$ cat src/sv/hsc_pkg.sv
package hsc_pkg;

	localparam int WORD_W        = 63;
	localparam int SYN_W         = 6;
	localparam int DLEN_W        = 6;
	localparam int MAX_DATA_BITS = 57;
	localparam int DLEN_RESET    = 57;

	localparam logic OP_ENCODE = 1'b0;
	localparam logic OP_DECODE = 1'b1;

	typedef logic [WORD_W-1:0] word_t;
	typedef logic [SYN_W-1:0]  syn_t;
	typedef logic [DLEN_W-1:0] len_t;

	// decode status carried from the finishing stage to the output register
	typedef struct packed {
		logic error_fixed;
		logic syndrome_invalid;
	} flags_t;

	// bit index of the k-th data bit: the k-th position that is not a power of two
	function automatic int data_pos(input int k);
		int cnt;
		int res;
		cnt = 0;
		res = 0;
		for (int p = 1; p <= WORD_W; p++) begin
			if ((p & (p - 1)) != 0) begin
				if (cnt == k) res = p - 1;
				cnt++;
			end
		end
		return res;
	endfunction

	// positions whose number has bit i set
	function automatic word_t syn_mask(input int i);
		word_t m;
		m = '0;
		for (int p = 1; p <= WORD_W; p++) begin
			m[p-1] = ((p >> i) & 1) != 0;
		end
		return m;
	endfunction

endpackage

$ cat src/sv/hsc_finish.sv
module hsc_finish (
	input  logic           op,
	input  hsc_pkg::word_t word,
	input  hsc_pkg::syn_t  syn,
	input  hsc_pkg::len_t  cw_len,
	output hsc_pkg::word_t result_bits,
	output hsc_pkg::syn_t  syndrome,
	output hsc_pkg::flags_t flags
);

	logic           fix;
	logic           bad;
	hsc_pkg::word_t cw;
	hsc_pkg::word_t enc;
	hsc_pkg::word_t dec;

	assign fix = (syn != '0) && (syn <= cw_len);
	assign bad = (syn > cw_len);

	// flip the named position
	always_comb begin
		for (int i = 0; i < hsc_pkg::WORD_W; i++) begin
			cw[i] = word[i] ^ (fix && (syn == hsc_pkg::syn_t'(i + 1)));
		end
	end

	// parity bits go into the power-of-two slots
	always_comb begin
		enc = word;
		for (int i = 0; i < hsc_pkg::SYN_W; i++) begin
			enc[(1 << i) - 1] = syn[i];
		end
	end

	// gather data bits back into a packed word
	always_comb begin
		dec = '0;
		for (int k = 0; k < hsc_pkg::MAX_DATA_BITS; k++) begin
			dec[k] = cw[hsc_pkg::data_pos(k)];
		end
	end

	always_comb begin
		if (op == hsc_pkg::OP_DECODE) begin
			result_bits            = dec;
			syndrome               = syn;
			flags.error_fixed      = fix;
			flags.syndrome_invalid = bad;
		end else begin
			result_bits            = enc;
			syndrome               = '0;
			flags.error_fixed      = 1'b0;
			flags.syndrome_invalid = 1'b0;
		end
	end

endmodule

$ cat config.mk
export PLATFORM = sky130hd
export DESIGN_NAME = hsc_finish
export DESIGN_NICKNAME = d
export VERILOG_FILES = /design/src/sv/hsc_pkg.sv /design/src/sv/hsc_finish.sv
export SDC_FILE = /design/constraint.sdc
export NUM_CORES = 1
export LEC_CHECK = 0
export BUFFER_PORTS_ARGS = -buffer_cell sky130_fd_sc_hd__buf_4
export CORE_UTILIZATION = 45
export DETAILED_ROUTE_END_ITERATION = 6
export PLACE_DENSITY = 0.95
export SYNTH_ARGS = -nofsm -noshare
export SYNTH_HDL_FRONTEND = slang
export SYNTH_SLANG_ARGS = --single-unit
export TNS_END_PERCENT = 100
$ cat constraint.sdc
create_clock -name vclk -period 5.03
set_input_delay 0.7545 -clock vclk [all_inputs]
set_output_delay 0.7545 -clock vclk [all_outputs]
set_load 0.02 [all_outputs]
==> out/qor.txt <==
average instance area after synthesis - 5.83 sq um
placed wire-length estimate - 6220 um
vias in the first global route - 2,552
Final nets - 537
Hold Fails Final Rpt - 0
clock buf count - 0
WS Path Type - primary input to primary output
GR Overflow Total - 0
CP Max Fanout - 22
register area - 0 sq um
DR iter-0 viols - 316
CTS resizes - 0
number of cell rows - 23
Critical Path Source Type - primary input
starting density of the core - 48.3%
die area - 4690 sq um
Final setup viols - 0
pin count of the biggest net entering global routing - 118
leak pwr - 1.21 nW
f_max - 256 MHz
hold depth - 3
diode count - 0
RePlAce Congestion - 0.884
CP required - 4.28 ns
commonest non-fill, non-tap cell in the layout - buf_4
# IOs - 147
Post-Synthesis Net Count - 423
Hold WC Path Type - primary input to primary output
Rel. slew slack - 32.6%
DR WL/cell - 16.0 um
CP endpoint kind - primary output
hold path startpoint - word[58]
die height - 68.5 um
Final Max Tran Viols - 0
width of the die - 68.5 um
Synth Instances - 341
setup tns final - 0 ns
drt pass-1 iters - 5
Peak VDD IR - 0.0807 mV
Worst Max-Slew Pin Slew - 1.01 ns
Setup WS post-layout - 1.12 ns
initial antenna violation count - 0
DRC viols - 0
max_cap viols - 0
status - finished clean
via/cell ratio - 6.23
Non-Filler Instances - 503
placed cell count - 503
I/O Buffers - 141
Setup Buffers After CTS - 0
Tcrit/Tclk final - 77.8%
Placement Setup Slack - 1.18 ns
Antenna Nets Post-Route - 0
cts hold-fix bufs - 0
FF+latch count - 0
synth warn - 0
GRT Util Overall - 32.8%
Min-Delay Endpoint - result_bits[58]
P&R area growth vs syn - 49.9%
layout cells sized above 1 - 33.6%
Core Footprint - 4120 sq um
crit path time final - 3.91 ns
routed vias - 3,132
register area share after synthesis - 0%
most frequent cells in the layout - buf_4, nor2_1, a31oi_1
first-pass GRT wire length - 11,900 um
RSZ-0062 raised after global routing - false
PwrDens - 109 nW/um^2
routed wire length - 8070 um
synthesized area - 1990 sq um
total chip power - 0.324 mW
Crit path arrival time - 3.16 ns
Synth cell types - 38
-- report_power, final --
| part | internal (mW) | leakage (nW) | switching (mW) |
|---|---|---|---|
| combinational | 0.134 | 1.21 | 0.189 |
| sequential | 0 | 0 | 0 |
| clock | 0 | 0 | 0 |
| total | 0.134 | 1.21 | 0.189 |
-- per-stage QoR --
| stage | util [%] | instance area [sq um] | hold slack (ns) |
|---|---|---|---|
| 2_1_floorplan | - | 1990 | 1.68 |
| 3_3_place_gp | 72.5 | 2980 | 1.84 |
| 3_5_place_dp | 72.5 | 2980 | 1.85 |
| 4_1_cts | 72.5 | 2980 | 1.85 |
| 5_1_grt | 72.5 | 2980 | 1.88 |
| 6_report | 72.5 | 2980 | 1.85 |
-- kinds of logic after synthesis --
group	Yosys count	share of synthesized area, %
and+or+nand+nor	172	46.5
buffers and inverters	40	8.87
muxes	1	0.503
AOI/OAI and AO/OA	122	40.4
adders and majority gates	6	3.77
-- cell usage after synthesis (3+ instances only) --
cell,count,area [sq um]
a21oi_1,5,25.0
a31oi_1,54,338
nand3b_1,3,22.5
nand3_1,13,65.1
nand2_1,14,52.6
buf_2,3,15.0
o21ai_0,40,200
nor3_1,5,25.0
clkbuf_2,3,15.0
nor2b_1,10,62.6
inv_1,9,33.8
or4_1,11,82.6
and2_1,6,37.5
nor2_1,57,214
or3_1,41,257
ha_1,6,75.1
and3_1,3,18.8
o31ai_1,10,75.1
or4b_1,3,30.0
clkbuf_1,22,82.6
-- final cells by class --
type / count / area [sq um]
multi-input combinational: 301 / 1810
fill: 375 / 1130
timing repair buffer: 143 / 1070
tap: 50 / 62.6
inverter: 9 / 33.8
-- per-layer routing --
layer | wire length, um | vias up | part of all wire (%) | global-route usage (%)
met5 | 0 | - | 0 | 0
met4 | 161 | 0 | 2.0 | 11.5
met3 | 752 | 18 | 9.3 | 3.45
met2 | 3960 | 158 | 49 | 57.7
met1 | 3200 | 1427 | 40 | 40.9
li1 | - | 1529 | - | -
-- how the worst max path moves through the flow --
stage	slack, ns	depth (start not counted)	startpoint	to
finish	1.12	8	syn[5]	result_bits[3]
global route	0.95	8	syn[5]	result_bits[3]
CTS	1.17	8	syn[5]	result_bits[3]
detailed placement	1.18	8	syn[5]	result_bits[3]
global placement	1.24	8	syn[5]	result_bits[3]
floorplan	1.56	8	cw_len[5]	result_bits[33]
-- critical path, stage by stage --
cell and delay, ns:
buf_4 0.14, ha_1 0.47, nand4_4 0.19, o21bai_4 0.27, a32oi_2 0.69, o21ai_0 0.20
a31oi_1 0.25, buf_4 0.18
(Power assumes the default switching activity.)
