<file path="config.mk">
export PLATFORM = sky130hd
export DESIGN_NAME = hsc_prep
export DESIGN_NICKNAME = d
export VERILOG_FILES = /design/src/sv/hsc_pkg.sv /design/src/sv/hsc_prep.sv
export SDC_FILE = /design/constraint.sdc
export NUM_CORES = 1
export LEC_CHECK = 0
export ABC_AREA = 1
export BUFFER_PORTS_ARGS = -buffer_cell sky130_fd_sc_hd__clkbuf_2
export CAP_MARGIN = 20
export CELL_PAD_IN_SITES_DETAIL_PLACEMENT = 1
export CELL_PAD_IN_SITES_GLOBAL_PLACEMENT = 1
export CORE_MARGIN = 5
export CORE_UTILIZATION = 30
export DETAILED_ROUTE_END_ITERATION = 10
export GPL_TIMING_DRIVEN = 0
export PLACE_DENSITY = 0.91
export SYNTH_ARGS = -nofsm -noshare
export SYNTH_HDL_FRONTEND = slang
export SYNTH_SLANG_ARGS = --single-unit
</file>
<file path="constraint.sdc">
create_clock -name vclk -period 9.33
set_clock_uncertainty 0.15 [all_clocks]
set_input_delay 1.866 -clock vclk [all_inputs]
set_output_delay 1.866 -clock vclk [all_outputs]
set_load 0.005 [all_outputs]
</file>
<file path="src/sv/hsc_pkg.sv">
package hsc_pkg;

	localparam int WORD_W        = 63;
	localparam int SYN_W         = 6;
	localparam int DLEN_W        = 6;
	localparam int MAX_DATA_BITS = 57;
	localparam int DLEN_RESET    = 57;

	localparam logic OP_ENCODE = 1'b0;
	localparam logic OP_DECODE = 1'b1;

	typedef logic [WORD_W-1:0] word_t;
	typedef logic [SYN_W-1:0]  syn_t;
	typedef logic [DLEN_W-1:0] len_t;

	// decode status carried from the finishing stage to the output register
	typedef struct packed {
		logic error_fixed;
		logic syndrome_invalid;
	} flags_t;

	// bit index of the k-th data bit: the k-th position that is not a power of two
	function automatic int data_pos(input int k);
		int cnt;
		int res;
		cnt = 0;
		res = 0;
		for (int p = 1; p <= WORD_W; p++) begin
			if ((p & (p - 1)) != 0) begin
				if (cnt == k) res = p - 1;
				cnt++;
			end
		end
		return res;
	endfunction

	// positions whose number has bit i set
	function automatic word_t syn_mask(input int i);
		word_t m;
		m = '0;
		for (int p = 1; p <= WORD_W; p++) begin
			m[p-1] = ((p >> i) & 1) != 0;
		end
		return m;
	endfunction

endpackage

</file>
<file path="src/sv/hsc_prep.sv">
module hsc_prep (
	input  logic          op,
	input  hsc_pkg::word_t bits,
	input  hsc_pkg::len_t  data_len,
	output hsc_pkg::word_t word,
	output hsc_pkg::len_t  cw_len
);

	hsc_pkg::len_t  d;
	logic [2:0]     r;
	hsc_pkg::word_t enc;
	hsc_pkg::word_t dec;

	// clamp to the supported data length
	always_comb begin
		if (data_len == '0) begin
			d = hsc_pkg::len_t'(1);
		end else if (data_len > hsc_pkg::len_t'(hsc_pkg::MAX_DATA_BITS)) begin
			d = hsc_pkg::len_t'(hsc_pkg::MAX_DATA_BITS);
		end else begin
			d = data_len;
		end
	end

	// least r with 2^r >= r + d + 1
	always_comb begin
		if (d <= hsc_pkg::len_t'(1)) begin
			r = 3'd2;
		end else if (d <= hsc_pkg::len_t'(4)) begin
			r = 3'd3;
		end else if (d <= hsc_pkg::len_t'(11)) begin
			r = 3'd4;
		end else if (d <= hsc_pkg::len_t'(26)) begin
			r = 3'd5;
		end else begin
			r = 3'd6;
		end
	end

	assign cw_len = d + hsc_pkg::len_t'(r);

	// scatter data bits to their positions, parity slots left clear
	always_comb begin
		enc = '0;
		for (int k = 0; k < hsc_pkg::MAX_DATA_BITS; k++) begin
			enc[hsc_pkg::data_pos(k)] = bits[k] && (hsc_pkg::len_t'(k) < d);
		end
	end

	// drop codeword bits beyond the codeword length
	always_comb begin
		for (int i = 0; i < hsc_pkg::WORD_W; i++) begin
			dec[i] = bits[i] && (hsc_pkg::len_t'(i) < cw_len);
		end
	end

	assign word = (op == hsc_pkg::OP_DECODE) ? dec : enc;

endmodule

</file>
==> results.sh <==
export IMPL_outcome="finished, final reports clean"
export IMPL_port_buffers=137
export IMPL_io_pins=139
export IMPL_rows=31
export IMPL_routedWlPerCell_um=19.1
export IMPL_required_ps=7310
export IMPL_die_h_um=95.3
export IMPL_syn_area_um2=2180
export IMPL_endpoint_kind="output port"
export IMPL_fillers=1116
export IMPL_drv_cap=0
export IMPL_viasPerCell=5.50
export IMPL_p_per_area_nw_per_um2=73.3
export IMPL_cp_slowest_stage_delay_ps=620
export IMPL_grt_pass1_wl_um=19100
export IMPL_syn_to_final_growth_pct=37.1
export IMPL_yosys_warnings=0
export IMPL_cpMaxStageDelayCell="clkinv_1"
export IMPL_cpMostUsedCell="inv_1"
export IMPL_period_needed_ps=8640
export IMPL_worstPathArrival_ps=6620
export IMPL_tns_ps=0
export IMPL_syn_inst=427
export IMPL_holdCritPathClass="primary input to output port"
export IMPL_place_area_um2=2990
export IMPL_drv_slew=0
export IMPL_gp_congestion=0.972
export IMPL_startpoint_type="primary input"
export IMPL_die_w_um=95.3
export IMPL_fmax_ghz=0.116
export IMPL_grt_usage=0.268
export IMPL_initial_core_util=0.304
export IMPL_syn_num_nets=500
export IMPL_worst_pin_slew_ps=803
export IMPL_clockBufferCount=0
export IMPL_critPathMaxFanout=10
export IMPL_grt_ovfl_total=0
export IMPL_setup_violations=0
export IMPL_synth_seq_area_share=0
export IMPL_slew_headroom=0.465
export IMPL_fin_nets=639
export IMPL_dp_final_hpwl_um=10400
export IMPL_hold_depth=4
export IMPL_grt_pass1_vias=3825
export IMPL_finalHoldViolCount=0
export IMPL_crit_path_start="data_len[5]"
export IMPL_irDropWorstVdd_uv=35.5
export IMPL_cts_setup_buffers=0
export IMPL_nFlopsAndLatches=0
export IMPL_cts_hold_buf=0
export IMPL_ant_nets=0
export IMPL_core_area_um2=7180
export IMPL_leakage_nw=1.63
export IMPL_path_cells="clkbuf_2 -> nand3_4 -> nand2_2 -> inv_2 -> nor2_1 -> inv_1 -> nand2_1 -> nand2_2 -> a21oi_1 -> inv_1 -> o21ai_0 -> a21oi_1 -> ha_1 -> inv_1 -> fa_1 -> nor2_1 -> clkinv_1 -> o21ai_0 -> nand4_1 -> nand2_1 -> clkbuf_2"
export IMPL_synth_avg_cell_area_um2=5.11
export IMPL_initialDrtViolationCount=217
export IMPL_final_area_um2=2990
export IMPL_grt_max_degree=11
export IMPL_drc=0
export IMPL_mostFrequentLayoutCell="clkbuf_2"
export IMPL_drt_total_wl_um=12700
export IMPL_antenna_found_initial=0
export IMPL_regArea_um2=0
export IMPL_hold_start="bits[31]"
export IMPL_crit_type="primary input to output port"
export IMPL_yosysUniqueCellTypes=37
export IMPL_dieArea_um2=9080
export IMPL_rsz0062_at_grt="no"
export IMPL_mostFrequentLayoutCells="clkbuf_2 (137), nand2_1 (125), nand3_1 (73)"
export IMPL_via_count=3644
export IMPL_first_pass_iters=5
export IMPL_cts_resized=0
export IMPL_drive_gt1_frac=0.333
export IMPL_timing_final_crit_share=0.926
export IMPL_antennaDiodeCount=0
[metal layers]
layer / up-vias / wire, µm / track usage
li1: 1704 / - / -
met1: 1726 / 5250 / 0.331
met2: 187 / 6090 / 0.479
met3: 27 / 1070 / 0.0418
met4: 0 / 288 / 0.0685
met5: - / 0 / 0
[power breakdown]
part	switching, mW	internal [mW]
sequential	0	0
clock	0	0
combinational	0.149	0.0708
[cell type report]
class,instances,area (µm²),share of cell area
repair buffers,137,686,0.229
multi-input cells,369,1910,0.638
plain buffers,14,105,0.0351
well taps,99,124,0.0414
inverters,44,168,0.0560
[worst max-delay path, delay by kind of cell]
kind,cells,cell delay (ps)
compound gates,4,1040
simple gates,8,1630
fa+ha+maj,2,670
buf+inv,7,1410
[cell usage after synthesis (5+ instances only)]
library cell / number / share of area
nand2_1: 125 / 0.21
nand3_1: 73 / 0.17
nor2_1: 50 / 0.086
inv_1: 36 / 0.062
o211ai_1: 16 / 0.055
o21ai_0: 16 / 0.037
o21ai_1: 16 / 0.037
nand2_2: 14 / 0.040
nor3_1: 10 / 0.023
nand4_1: 9 / 0.026
a21oi_1: 8 / 0.018
inv_2: 6 / 0.010
nand2_4: 5 / 0.026
nor2_2: 5 / 0.014
[worst paths after layout]
path / to
worst min-delay path: word[31]
worst max-delay path: word[54]
[kinds of logic after synthesis]
family | share of synthesized area
simple gates | 0.648
compound gates | 0.194
buf+inv | 0.125
fa+ha+maj | 0.0206
xor+xnor | 0.0126
[stage by stage]
step	power (mW)	hold slack [ps]	setup slack [ps]	cells	util
after floorplan	0.120	3650	2570	427	-
after global placement	0.209	3850	1000	663	0.417
after detailed placement	0.214	3860	858	663	0.417
after CTS	0.215	3860	836	663	0.417
after global routing	0.235	3880	387	663	0.417
final	0.219	3860	691	663	0.417
(Power assumes the default switching activity.)
