### src/sv/hsc_pkg.sv
package hsc_pkg;

	localparam int WORD_W        = 63;
	localparam int SYN_W         = 6;
	localparam int DLEN_W        = 6;
	localparam int MAX_DATA_BITS = 57;
	localparam int DLEN_RESET    = 57;

	localparam logic OP_ENCODE = 1'b0;
	localparam logic OP_DECODE = 1'b1;

	typedef logic [WORD_W-1:0] word_t;
	typedef logic [SYN_W-1:0]  syn_t;
	typedef logic [DLEN_W-1:0] len_t;

	// decode status carried from the finishing stage to the output register
	typedef struct packed {
		logic error_fixed;
		logic syndrome_invalid;
	} flags_t;

	// bit index of the k-th data bit: the k-th position that is not a power of two
	function automatic int data_pos(input int k);
		int cnt;
		int res;
		cnt = 0;
		res = 0;
		for (int p = 1; p <= WORD_W; p++) begin
			if ((p & (p - 1)) != 0) begin
				if (cnt == k) res = p - 1;
				cnt++;
			end
		end
		return res;
	endfunction

	// positions whose number has bit i set
	function automatic word_t syn_mask(input int i);
		word_t m;
		m = '0;
		for (int p = 1; p <= WORD_W; p++) begin
			m[p-1] = ((p >> i) & 1) != 0;
		end
		return m;
	endfunction

endpackage

### src/sv/hsc_syn.sv
module hsc_syn (
	input  hsc_pkg::word_t word,
	output hsc_pkg::syn_t  syn
);

	// each syndrome bit is the parity over its check group
	always_comb begin
		for (int i = 0; i < hsc_pkg::SYN_W; i++) begin
			syn[i] = ^(word & hsc_pkg::syn_mask(i));
		end
	end

endmodule

### config.mk
export PLATFORM = sky130hd
export DESIGN_NAME = hsc_syn
export DESIGN_NICKNAME = d
export VERILOG_FILES = /design/src/sv/hsc_pkg.sv /design/src/sv/hsc_syn.sv
export SDC_FILE = /design/constraint.sdc
export NUM_CORES = 1
export LEC_CHECK = 0
export ABC_CLOCK_PERIOD_IN_PS = 2300
export BUFFER_PORTS_ARGS = -buffer_cell sky130_fd_sc_hd__clkbuf_2
export CAP_MARGIN = 20
export CORE_ASPECT_RATIO = 1.25
export CORE_MARGIN = 2
export CORE_UTILIZATION = 35
export DETAILED_ROUTE_END_ITERATION = 16
export PLACE_DENSITY = 0.72
export SLEW_MARGIN = 20
export SYNTH_ARGS = -nofsm -noshare
export SYNTH_HDL_FRONTEND = slang
export SYNTH_SLANG_ARGS = --single-unit
### constraint.sdc
create_clock -name vclk -period 2.3
set_input_delay 0 -clock vclk [all_inputs]
set_output_delay 0 -clock vclk [all_outputs]
set_load 0.02 [all_outputs]
==> run_results.csv, run 1 <==
group,metric,value,unit
status,status,"completed",
routing,wl_met1,742,um
worst_hold_path,hold_class,"primary input to output port",
worst_setup_path,cp_max_fo,2,
synthesis,synth.area.top_cells,"xnor2_1, xnor3_1, xor2_1, xor3_1, xnor2_2",
routing,antenna_left,0,
sta,whs,0.534,ns
routing,wl_per_cell,9.86,um
synthesis,yosysUniqueCellTypes,6,
clock_tree,cts_hold_buf,0,
placement,globalplace.congestion,0.752,
cells_and_area,n_antenna_cell,0,
worst_setup_path,cp_num_buf_inv,2,
grt,track_usage,12.2,%
worst_setup_path,worstSetupPathType,"primary input to output port",
synthesis,synth_area,1050,um^2
worst_setup_path,cp_num_cells,7,
cells_and_area,design.seq.count,0,
worst_setup_path,start_kind,"primary input",
sta,setup_viol,0,
cells_and_area,finalNetCount,241,
routing,drt_iter0_markers,6,
worst_setup_path,cp.arrival,1.66,ns
sta,tightest_slew,0.360,ns
run,maxCapViolations,0,
power,total_power,1.22,mW
floorplan,io_pins,69,
worst_setup_path,required,2.30,ns
worst_hold_path,hold_depth,5,
cells_and_area,area_growth_syn_to_layout,37.2,%
sta,finalHoldViolations,0,
worst_setup_path,crit_chain,"clkbuf_2, xor2_1, xnor2_1, xnor3_1, xnor3_1, xnor2_1, clkbuf_2",
synthesis,synth_warnings,0,
grt,grt_max_degree,3,
synthesis,syn_area_per_cell,9.81,um^2
sta,min_period,1.66,ns
synthesis,syn_inst,107,
placement,port_buffers,69,
sta,maxSlewHeadroom,75.8,%
floorplan,start_util,36.3,%
routing,first_pass_iters,2,
floorplan,fp.dieH,65.2,um
cells_and_area,finalInstanceArea,1440,um^2
routing,num_vias,862,
sta,rsz0062_at_grt,"false",
synthesis,syn-num-nets,170,
routing,drc,0,
cells_and_area,final-instance-count-excl-fill,212,
routing,viasPerCell,4.07,
synthesis,synth_seq_area_share,0,%
placement,place_area,1440,um^2
sta,clock.fmax,0.603,GHz
clock_tree,ctsResizeCount,0,
sta,setup_slack,0.641,ns
floorplan,fp.dieArea,3460,um^2
power,power_density,849,nW/um^2
grt,grt-ovfl-total,0,
routing,wl_met2,1200,um
synthesis,yosys.area.top_type,"xnor2_1",
floorplan,num_rows,22,
sta,drv_slew,0,
cells_and_area,area.sequential,0,um^2
cells_and_area,post-route-util,49.8,%
routing,drt-total-wl,2090,um
floorplan,die_x,53.0,um
cells_and_area,drive_gt1_share,40.3,%
sta,min_period_over_period,72.1,%
grt,antenna_found_initial,0,
routing,wl_met3,147,um
power,irDropWorstVdd,714,uV
worst_hold_path,holdCritStartpoint,"word[7]",
worst_setup_path,crit_family,"XOR/XNOR gates",
worst_setup_path,endpoint_kind,"output port",
worst_setup_path,startpoint,"word[50]",
placement,placedCellCount,212,
placement,place_ws,0.656,ns
cells_and_area,nClkBuffers,0,
routing,routed.top_layer,"met3",
synthesis,yosysTopAreaCellShare,70.9,%
sta,tns,0,ns
worst_setup_path,endpoint,"syn[1]",
power,p_leak,0.640,nW
grt,grt_pass1_vias,830,
cells_and_area,fill_cells,286,
worst_setup_path,cp_slowest_cell,"xnor3_1",
clock_tree,post_cts_buffers,0,
worst_setup_path,cpPeakStageDelay,0.43,ns
floorplan,coreArea,2890,um^2
grt,grt_pass1_wl,3220,um
-- cell usage after synthesis (all sizes together) --
cell type,n
xnor2,86
xor2,14
xnor3,6
xor3,1
-- worst min-delay path by stage --
stage,slack [ns],endpoint
3_3_place_gp,0.53,syn[3]
3_5_place_dp,0.54,syn[3]
4_1_cts,0.54,syn[3]
5_1_grt,0.60,syn[3]
2_1_floorplan,0.36,syn[3]
6_report,0.53,syn[3]
-- cell usage in the layout (no fill, tap or decap) --
cell,netlist,final
xor2_1,13,13
xnor2_1,85,85
xor3_1,1,1
xnor3_1,6,6
clkbuf_2,0,69
xor2_2,1,1
xnor2_2,1,1
-- where the power goes --
group	internal, mW	total (mW)	switching (mW)	leakage (nW)
sequential	0	0	0	0
combinational	0.621	1.22	0.603	0.640
clock	0	0	0	0
-- logic make-up after synthesis --
group / Yosys count / share of synthesized area [%]
xor gates and xnor gates: 107 / 100
-- layout make-up --
class	count	area (um^2)	area share, %
Multi-Input combinational cell	107	1050	72.9
Tap cell	36	45.0	3.13
Timing Repair Buffer	69	345	24.0
-- per-layer routing --
metal / up-vias / global-route usage [%]
met5: - / 0
met4: 0 / 0
met3: 0 / 1.36
met2: 35 / 26.1
met1: 361 / 12.6
li1: 466 / -
-- tightest hold or removal path, stage by stage --
cell and delay, ns:
clkbuf_2 0.09, xnor2_1 0.08, xnor2_1 0.16, xor2_1 0.06, clkbuf_2 0.15
Note: power is estimated with default switching activity, not from simulation.
==> inputs of run 2 (changes only) <==
--- a/config.mk
+++ b/config.mk
@@ -5,7 +5,7 @@
 export SDC_FILE = /design/constraint.sdc
 export NUM_CORES = 1
 export LEC_CHECK = 0
-export ABC_CLOCK_PERIOD_IN_PS = 2300
+export ABC_CLOCK_PERIOD_IN_PS = 1730
 export BUFFER_PORTS_ARGS = -buffer_cell sky130_fd_sc_hd__clkbuf_2
 export CAP_MARGIN = 20
 export CORE_ASPECT_RATIO = 1.25
==> constraint.sdc (replaced) <==
create_clock -name vclk -period 1.73
set_input_delay 0 -clock vclk [all_inputs]
set_output_delay 0 -clock vclk [all_outputs]
set_load 0.02 [all_outputs]
==> run 2 against run 1 <==
- via count is 2.1% higher
- hold slack better by 0.0055 ns
- power is 34% higher
- utilization is 0.52 points higher
- critical path type unchanged
- first-iteration DRC count is 100% lower
- global-route usage is 0.36 points higher
- design area is 1.0% higher
- flip-flop and latch count stayed put
- largest power group unchanged
- wire length is 1.5% higher
- die area stayed put
==> run_results.csv, run 2 (same netlist as run 1, synthesis figures left out) <==
group,metric,value,unit
routing,antenna_left,0,
sta,finalHoldViolations,0,
grt,antenna_found_initial,0,
routing,drt_iter0_markers,0,
placement,globalplace.congestion,0.698,
floorplan,start_util,36.3,%
worst_setup_path,start_kind,"primary input",
worst_setup_path,worstSetupPathType,"primary input to output port",
cells_and_area,post-route-util,50.3,%
worst_setup_path,crit_family,"XOR/XNOR gates",
cells_and_area,final_cell_mix,"xnor2_1, clkbuf_2, xor2_1, xnor3_1, xnor2_2",
sta,setup_viol,0,
cells_and_area,fill_cells,286,
sta,min_period_over_period,92.6,%
placement,place_ws,0.0859,ns
worst_setup_path,cp_max_fo,2,
routing,drt-total-wl,2120,um
cells_and_area,final-instance-count-excl-fill,213,
worst_setup_path,crit_chain,"clkbuf_2, xor2_1, xnor2_1, xnor3_1, xnor3_1, xnor2_1, clkbuf_2",
grt,grt_pass1_vias,850,
worst_setup_path,cp_num_buf_inv,2,
cells_and_area,area_growth_syn_to_layout,38.6,%
worst_setup_path,cp_slowest_cell,"xnor3_1",
cells_and_area,drive_gt1_share,41.2,%
placement,port_buffers,69,
placement,place_area,1450,um^2
cells_and_area,finalNetCount,242,
sta,tightest_slew,0.368,ns
sta,setup_slack,0.128,ns
power,total_power,1.64,mW
floorplan,fp.dieH,65.2,um
worst_setup_path,endpoint_kind,"output port",
routing,first_pass_iters,1,
cells_and_area,final_common_cell,"xnor2_1",
worst_setup_path,cp.arrival,1.60,ns
sta,whs,0.539,ns
cells_and_area,design.seq.count,0,
sta,clock.fmax,0.624,GHz
cells_and_area,nClkBuffers,0,
sta,maxSlewHeadroom,75.3,%
power,irDropWorstVdd,799,uV
grt,grt_max_degree,3,
cells_and_area,finalInstanceArea,1460,um^2
cells_and_area,n_antenna_cell,0,
power,power_density,1130,nW/um^2
grt,track_usage,12.5,%
floorplan,die_x,53.0,um
placement,placedCellCount,213,
worst_setup_path,cpPeakStageDelay,0.42,ns
clock_tree,post_cts_buffers,0,
cells_and_area,multiInputGateArea,1060,um^2
status,status,"completed",
floorplan,fp.dieArea,3460,um^2
grt,grt_pass1_wl,3350,um
worst_setup_path,required,1.73,ns
cells_and_area,area.sequential,0,um^2
run,maxCapViolations,0,
clock_tree,ctsResizeCount,0,
sta,drv_slew,0,
routing,drc,0,
floorplan,io_pins,69,
sta,rsz0062_at_grt,"false",
routing,wl_per_cell,9.97,um
placement,hpwlAfterDp,2160,um
floorplan,num_rows,22,
grt,grt-ovfl-total,0,
sta,tns,0,ns
floorplan,coreArea,2890,um^2
routing,num_vias,880,
power,p_leak,0.650,nW
clock_tree,cts_hold_buf,0,
routing,viasPerCell,4.13,
worst_hold_path,hold_class,"primary input to output port",
sta,min_period,1.60,ns
## run 2: path summary, 6_finish.rpt
check  startpoint     end  depth (start not counted)
max      word[54]  syn[1]                          7
min       word[7]  syn[3]                          5
## run 2: report_power, final
group | total (mW) | internal, mW | switching, mW
Combinational | 1.64 | 0.831 | 0.808
Sequential | 0 | 0 | 0
Clock | 0 | 0 | 0
## run 2: worst min-delay path: stages
cell	delay, ns
clkbuf_2	0.09
xnor2_1	0.07
xnor2_1	0.16
xor2_1	0.07
clkbuf_2	0.15
## run 2: per-layer routing
metal	vias to the layer above	wire length [um]	global-route usage [%]	part of all wire [%]
li1	470	-	-	-
met1	375	779	12.9	37
met2	35	1190	26.9	56
met3	0	156	1.59	7.3
met4	0	0	0	0
met5	-	0	0	0
## run 2: final cells by class
class,instances,area share (%)
repair buffers,70,24.2
multi-input cells,107,72.7
well taps,36,3.10
==> inputs of run 3 (changes only) <==
--- a/config.mk
+++ b/config.mk
@@ -6,13 +6,13 @@
 export NUM_CORES = 1
 export LEC_CHECK = 0
 export ABC_CLOCK_PERIOD_IN_PS = 1730
-export BUFFER_PORTS_ARGS = -buffer_cell sky130_fd_sc_hd__clkbuf_2
-export CAP_MARGIN = 20
+export CAP_MARGIN = 5
 export CORE_ASPECT_RATIO = 1.25
 export CORE_MARGIN = 2
 export CORE_UTILIZATION = 35
 export DETAILED_ROUTE_END_ITERATION = 16
-export PLACE_DENSITY = 0.72
+export DONT_BUFFER_PORTS = 1
+export PLACE_DENSITY = 0.52
 export SLEW_MARGIN = 20
 export SYNTH_ARGS = -nofsm -noshare
 export SYNTH_HDL_FRONTEND = slang
==> run 3 against run 2 <==
- design area down 22%
- global-route usage is 0.90 points lower
- sequential share of layout area is the same
- wire length is 3.5% lower
- worst setup slack improved by 0.047 ns
- non-clock buffer count decreased by 65
- maximum frequency rose by 3.0%
- highest routed layer unchanged
- die area did not move
- cell count decreased by 31%
- hold slack worse by 0.10 ns
- critical path type unchanged
==> run_results.csv, run 3 (same netlist as run 1, synthesis figures left out) <==
group,metric,value,unit
worst_hold_path,hold_class,"primary input to output port",
grt,grt_pass1_vias,736,
floorplan,fp.dieH,65.2,um
sta,tightest_slew,0.362,ns
power,power_density,1430,nW/um^2
placement,port_buffers,0,
placement,hpwlAfterDp,2030,um
grt,grt-ovfl-total,0,
cells_and_area,nClkBuffers,0,
routing,viasPerCell,4.43,
worst_setup_path,required,1.73,ns
worst_setup_path,cp_max_fo,2,
worst_setup_path,worstSetupPathType,"primary input to output port",
placement,placedCellCount,148,
worst_setup_path,cp.arrival,1.55,ns
sta,min_period,1.55,ns
grt,grt_pass1_wl,3040,um
cells_and_area,multiInputGateArea,1050,um^2
routing,antenna_left,0,
sta,finalHoldViolations,0,
worst_setup_path,crit_family,"XOR/XNOR gates",
cells_and_area,final_cell_mix,"xnor2_1, xor2_1, xnor3_1, buf_4",
routing,drt_iter0_markers,3,
floorplan,coreArea,2890,um^2
floorplan,num_rows,22,
power,swShare,46.4,%
routing,num_vias,655,
power,power_frac_seq,0,%
routing,first_pass_iters,2,
clock_tree,cts_hold_buf,0,
power,power_switching,0.752,mW
status,status,"completed",
power,p_leak,0.377,nW
cells_and_area,n_antenna_cell,0,
worst_setup_path,crit_chain,"xor2_1, xnor2_1, xnor3_1, xnor3_1, xnor2_1, buf_4",
cells_and_area,final-instance-count-excl-fill,148,
power,combinationalPowerShare,100.0,%
cells_and_area,area.sequential,0,um^2
sta,clock.fmax,0.643,GHz
worst_setup_path,cp_slowest_cell,"xnor3_1",
clock_tree,post_cts_buffers,0,
sta,maxSlewHeadroom,75.7,%
grt,track_usage,11.6,%
clock_tree,ctsResizeCount,0,
worst_setup_path,cpPeakStageDelay,0.44,ns
grt,antenna_found_initial,0,
sta,rsz0062_at_grt,"false",
routing,drt-total-wl,2050,um
power,p_int,0.867,mW
power,clkPwrFrac,0,%
placement,globalplace.congestion,0.718,
floorplan,die_x,53.0,um
floorplan,start_util,36.3,%
sta,setup_viol,0,
cells_and_area,area_growth_syn_to_layout,7.87,%
placement,place_area,1130,um^2
sta,min_period_over_period,89.9,%
run,maxCapViolations,0,
worst_setup_path,cp_num_buf_inv,1,
power,irDropWorstVdd,1220,uV
grt,grt_max_degree,3,
worst_setup_path,endpoint_kind,"output port",
floorplan,fp.dieArea,3460,um^2
cells_and_area,design.seq.count,0,
routing,drc,0,
cells_and_area,finalNetCount,177,
cells_and_area,drive_gt1_share,6.25,%
cells_and_area,finalInstanceArea,1130,um^2
sta,drv_slew,0,
routing,wl_per_cell,13.8,um
worst_setup_path,start_kind,"primary input",
sta,tns,0,ns
cells_and_area,fill_cells,316,
floorplan,io_pins,69,
power,total_power,1.62,mW
cells_and_area,final_common_cell,"xnor2_1",
==> run 3: cell types whose count changed in the layout (fill, tap and decap cells not counted), sizes merged <==
cell    delta
buf        +4
clkbuf    -69
==> run 3: worst paths after layout <==
check	start	to	slack (ns)	cells past startpoint
setup / recovery	word[50]	syn[1]	0.18	6
hold / removal	word[7]	syn[3]	0.44	4
==> run 3: tightest hold or removal path: cells and delay by family <==
kind      cells  cell delay, ns
buf+inv       1            0.15
xor+xnor      3            0.29
==> run 3: routing by layer <==
| layer | up-vias | routed length (um) | track usage, % |
|---|---|---|---|
| met4 | 0 | 0 | 0 |
| met3 | 0 | 217 | 1.82 |
| met2 | 33 | 1180 | 24.7 |
| met5 | - | 0 | 0 |
| met1 | 284 | 648 | 12.0 |
| li1 | 338 | - | - |
==> run 3: layout make-up <==
type	instances	area share [%]
multi-input combinational	107	92.7
timing repair buffer	5	3.31
tap	36	3.98
==> run 3: power groups by stage <==
stage	combinational (mW)	sequential (mW)	clock [mW]
after floorplan	1.23	0	0
after global placement	1.63	0	0
after detailed placement	1.64	0	0
after CTS	1.65	0	0
after global routing	1.72	0	0
final	1.62	0	0
==> run 3: per-stage QoR <==
stage	setup WS, ns	hold slack, ns	utilization [%]
after global placement	0.204	0.435	39.2
after global routing	0.0436	0.467	39.2
final	0.175	0.437	39.2
after detailed placement	0.178	0.448	39.2
after CTS	0.178	0.448	39.2
after floorplan	0.205	0.361	-
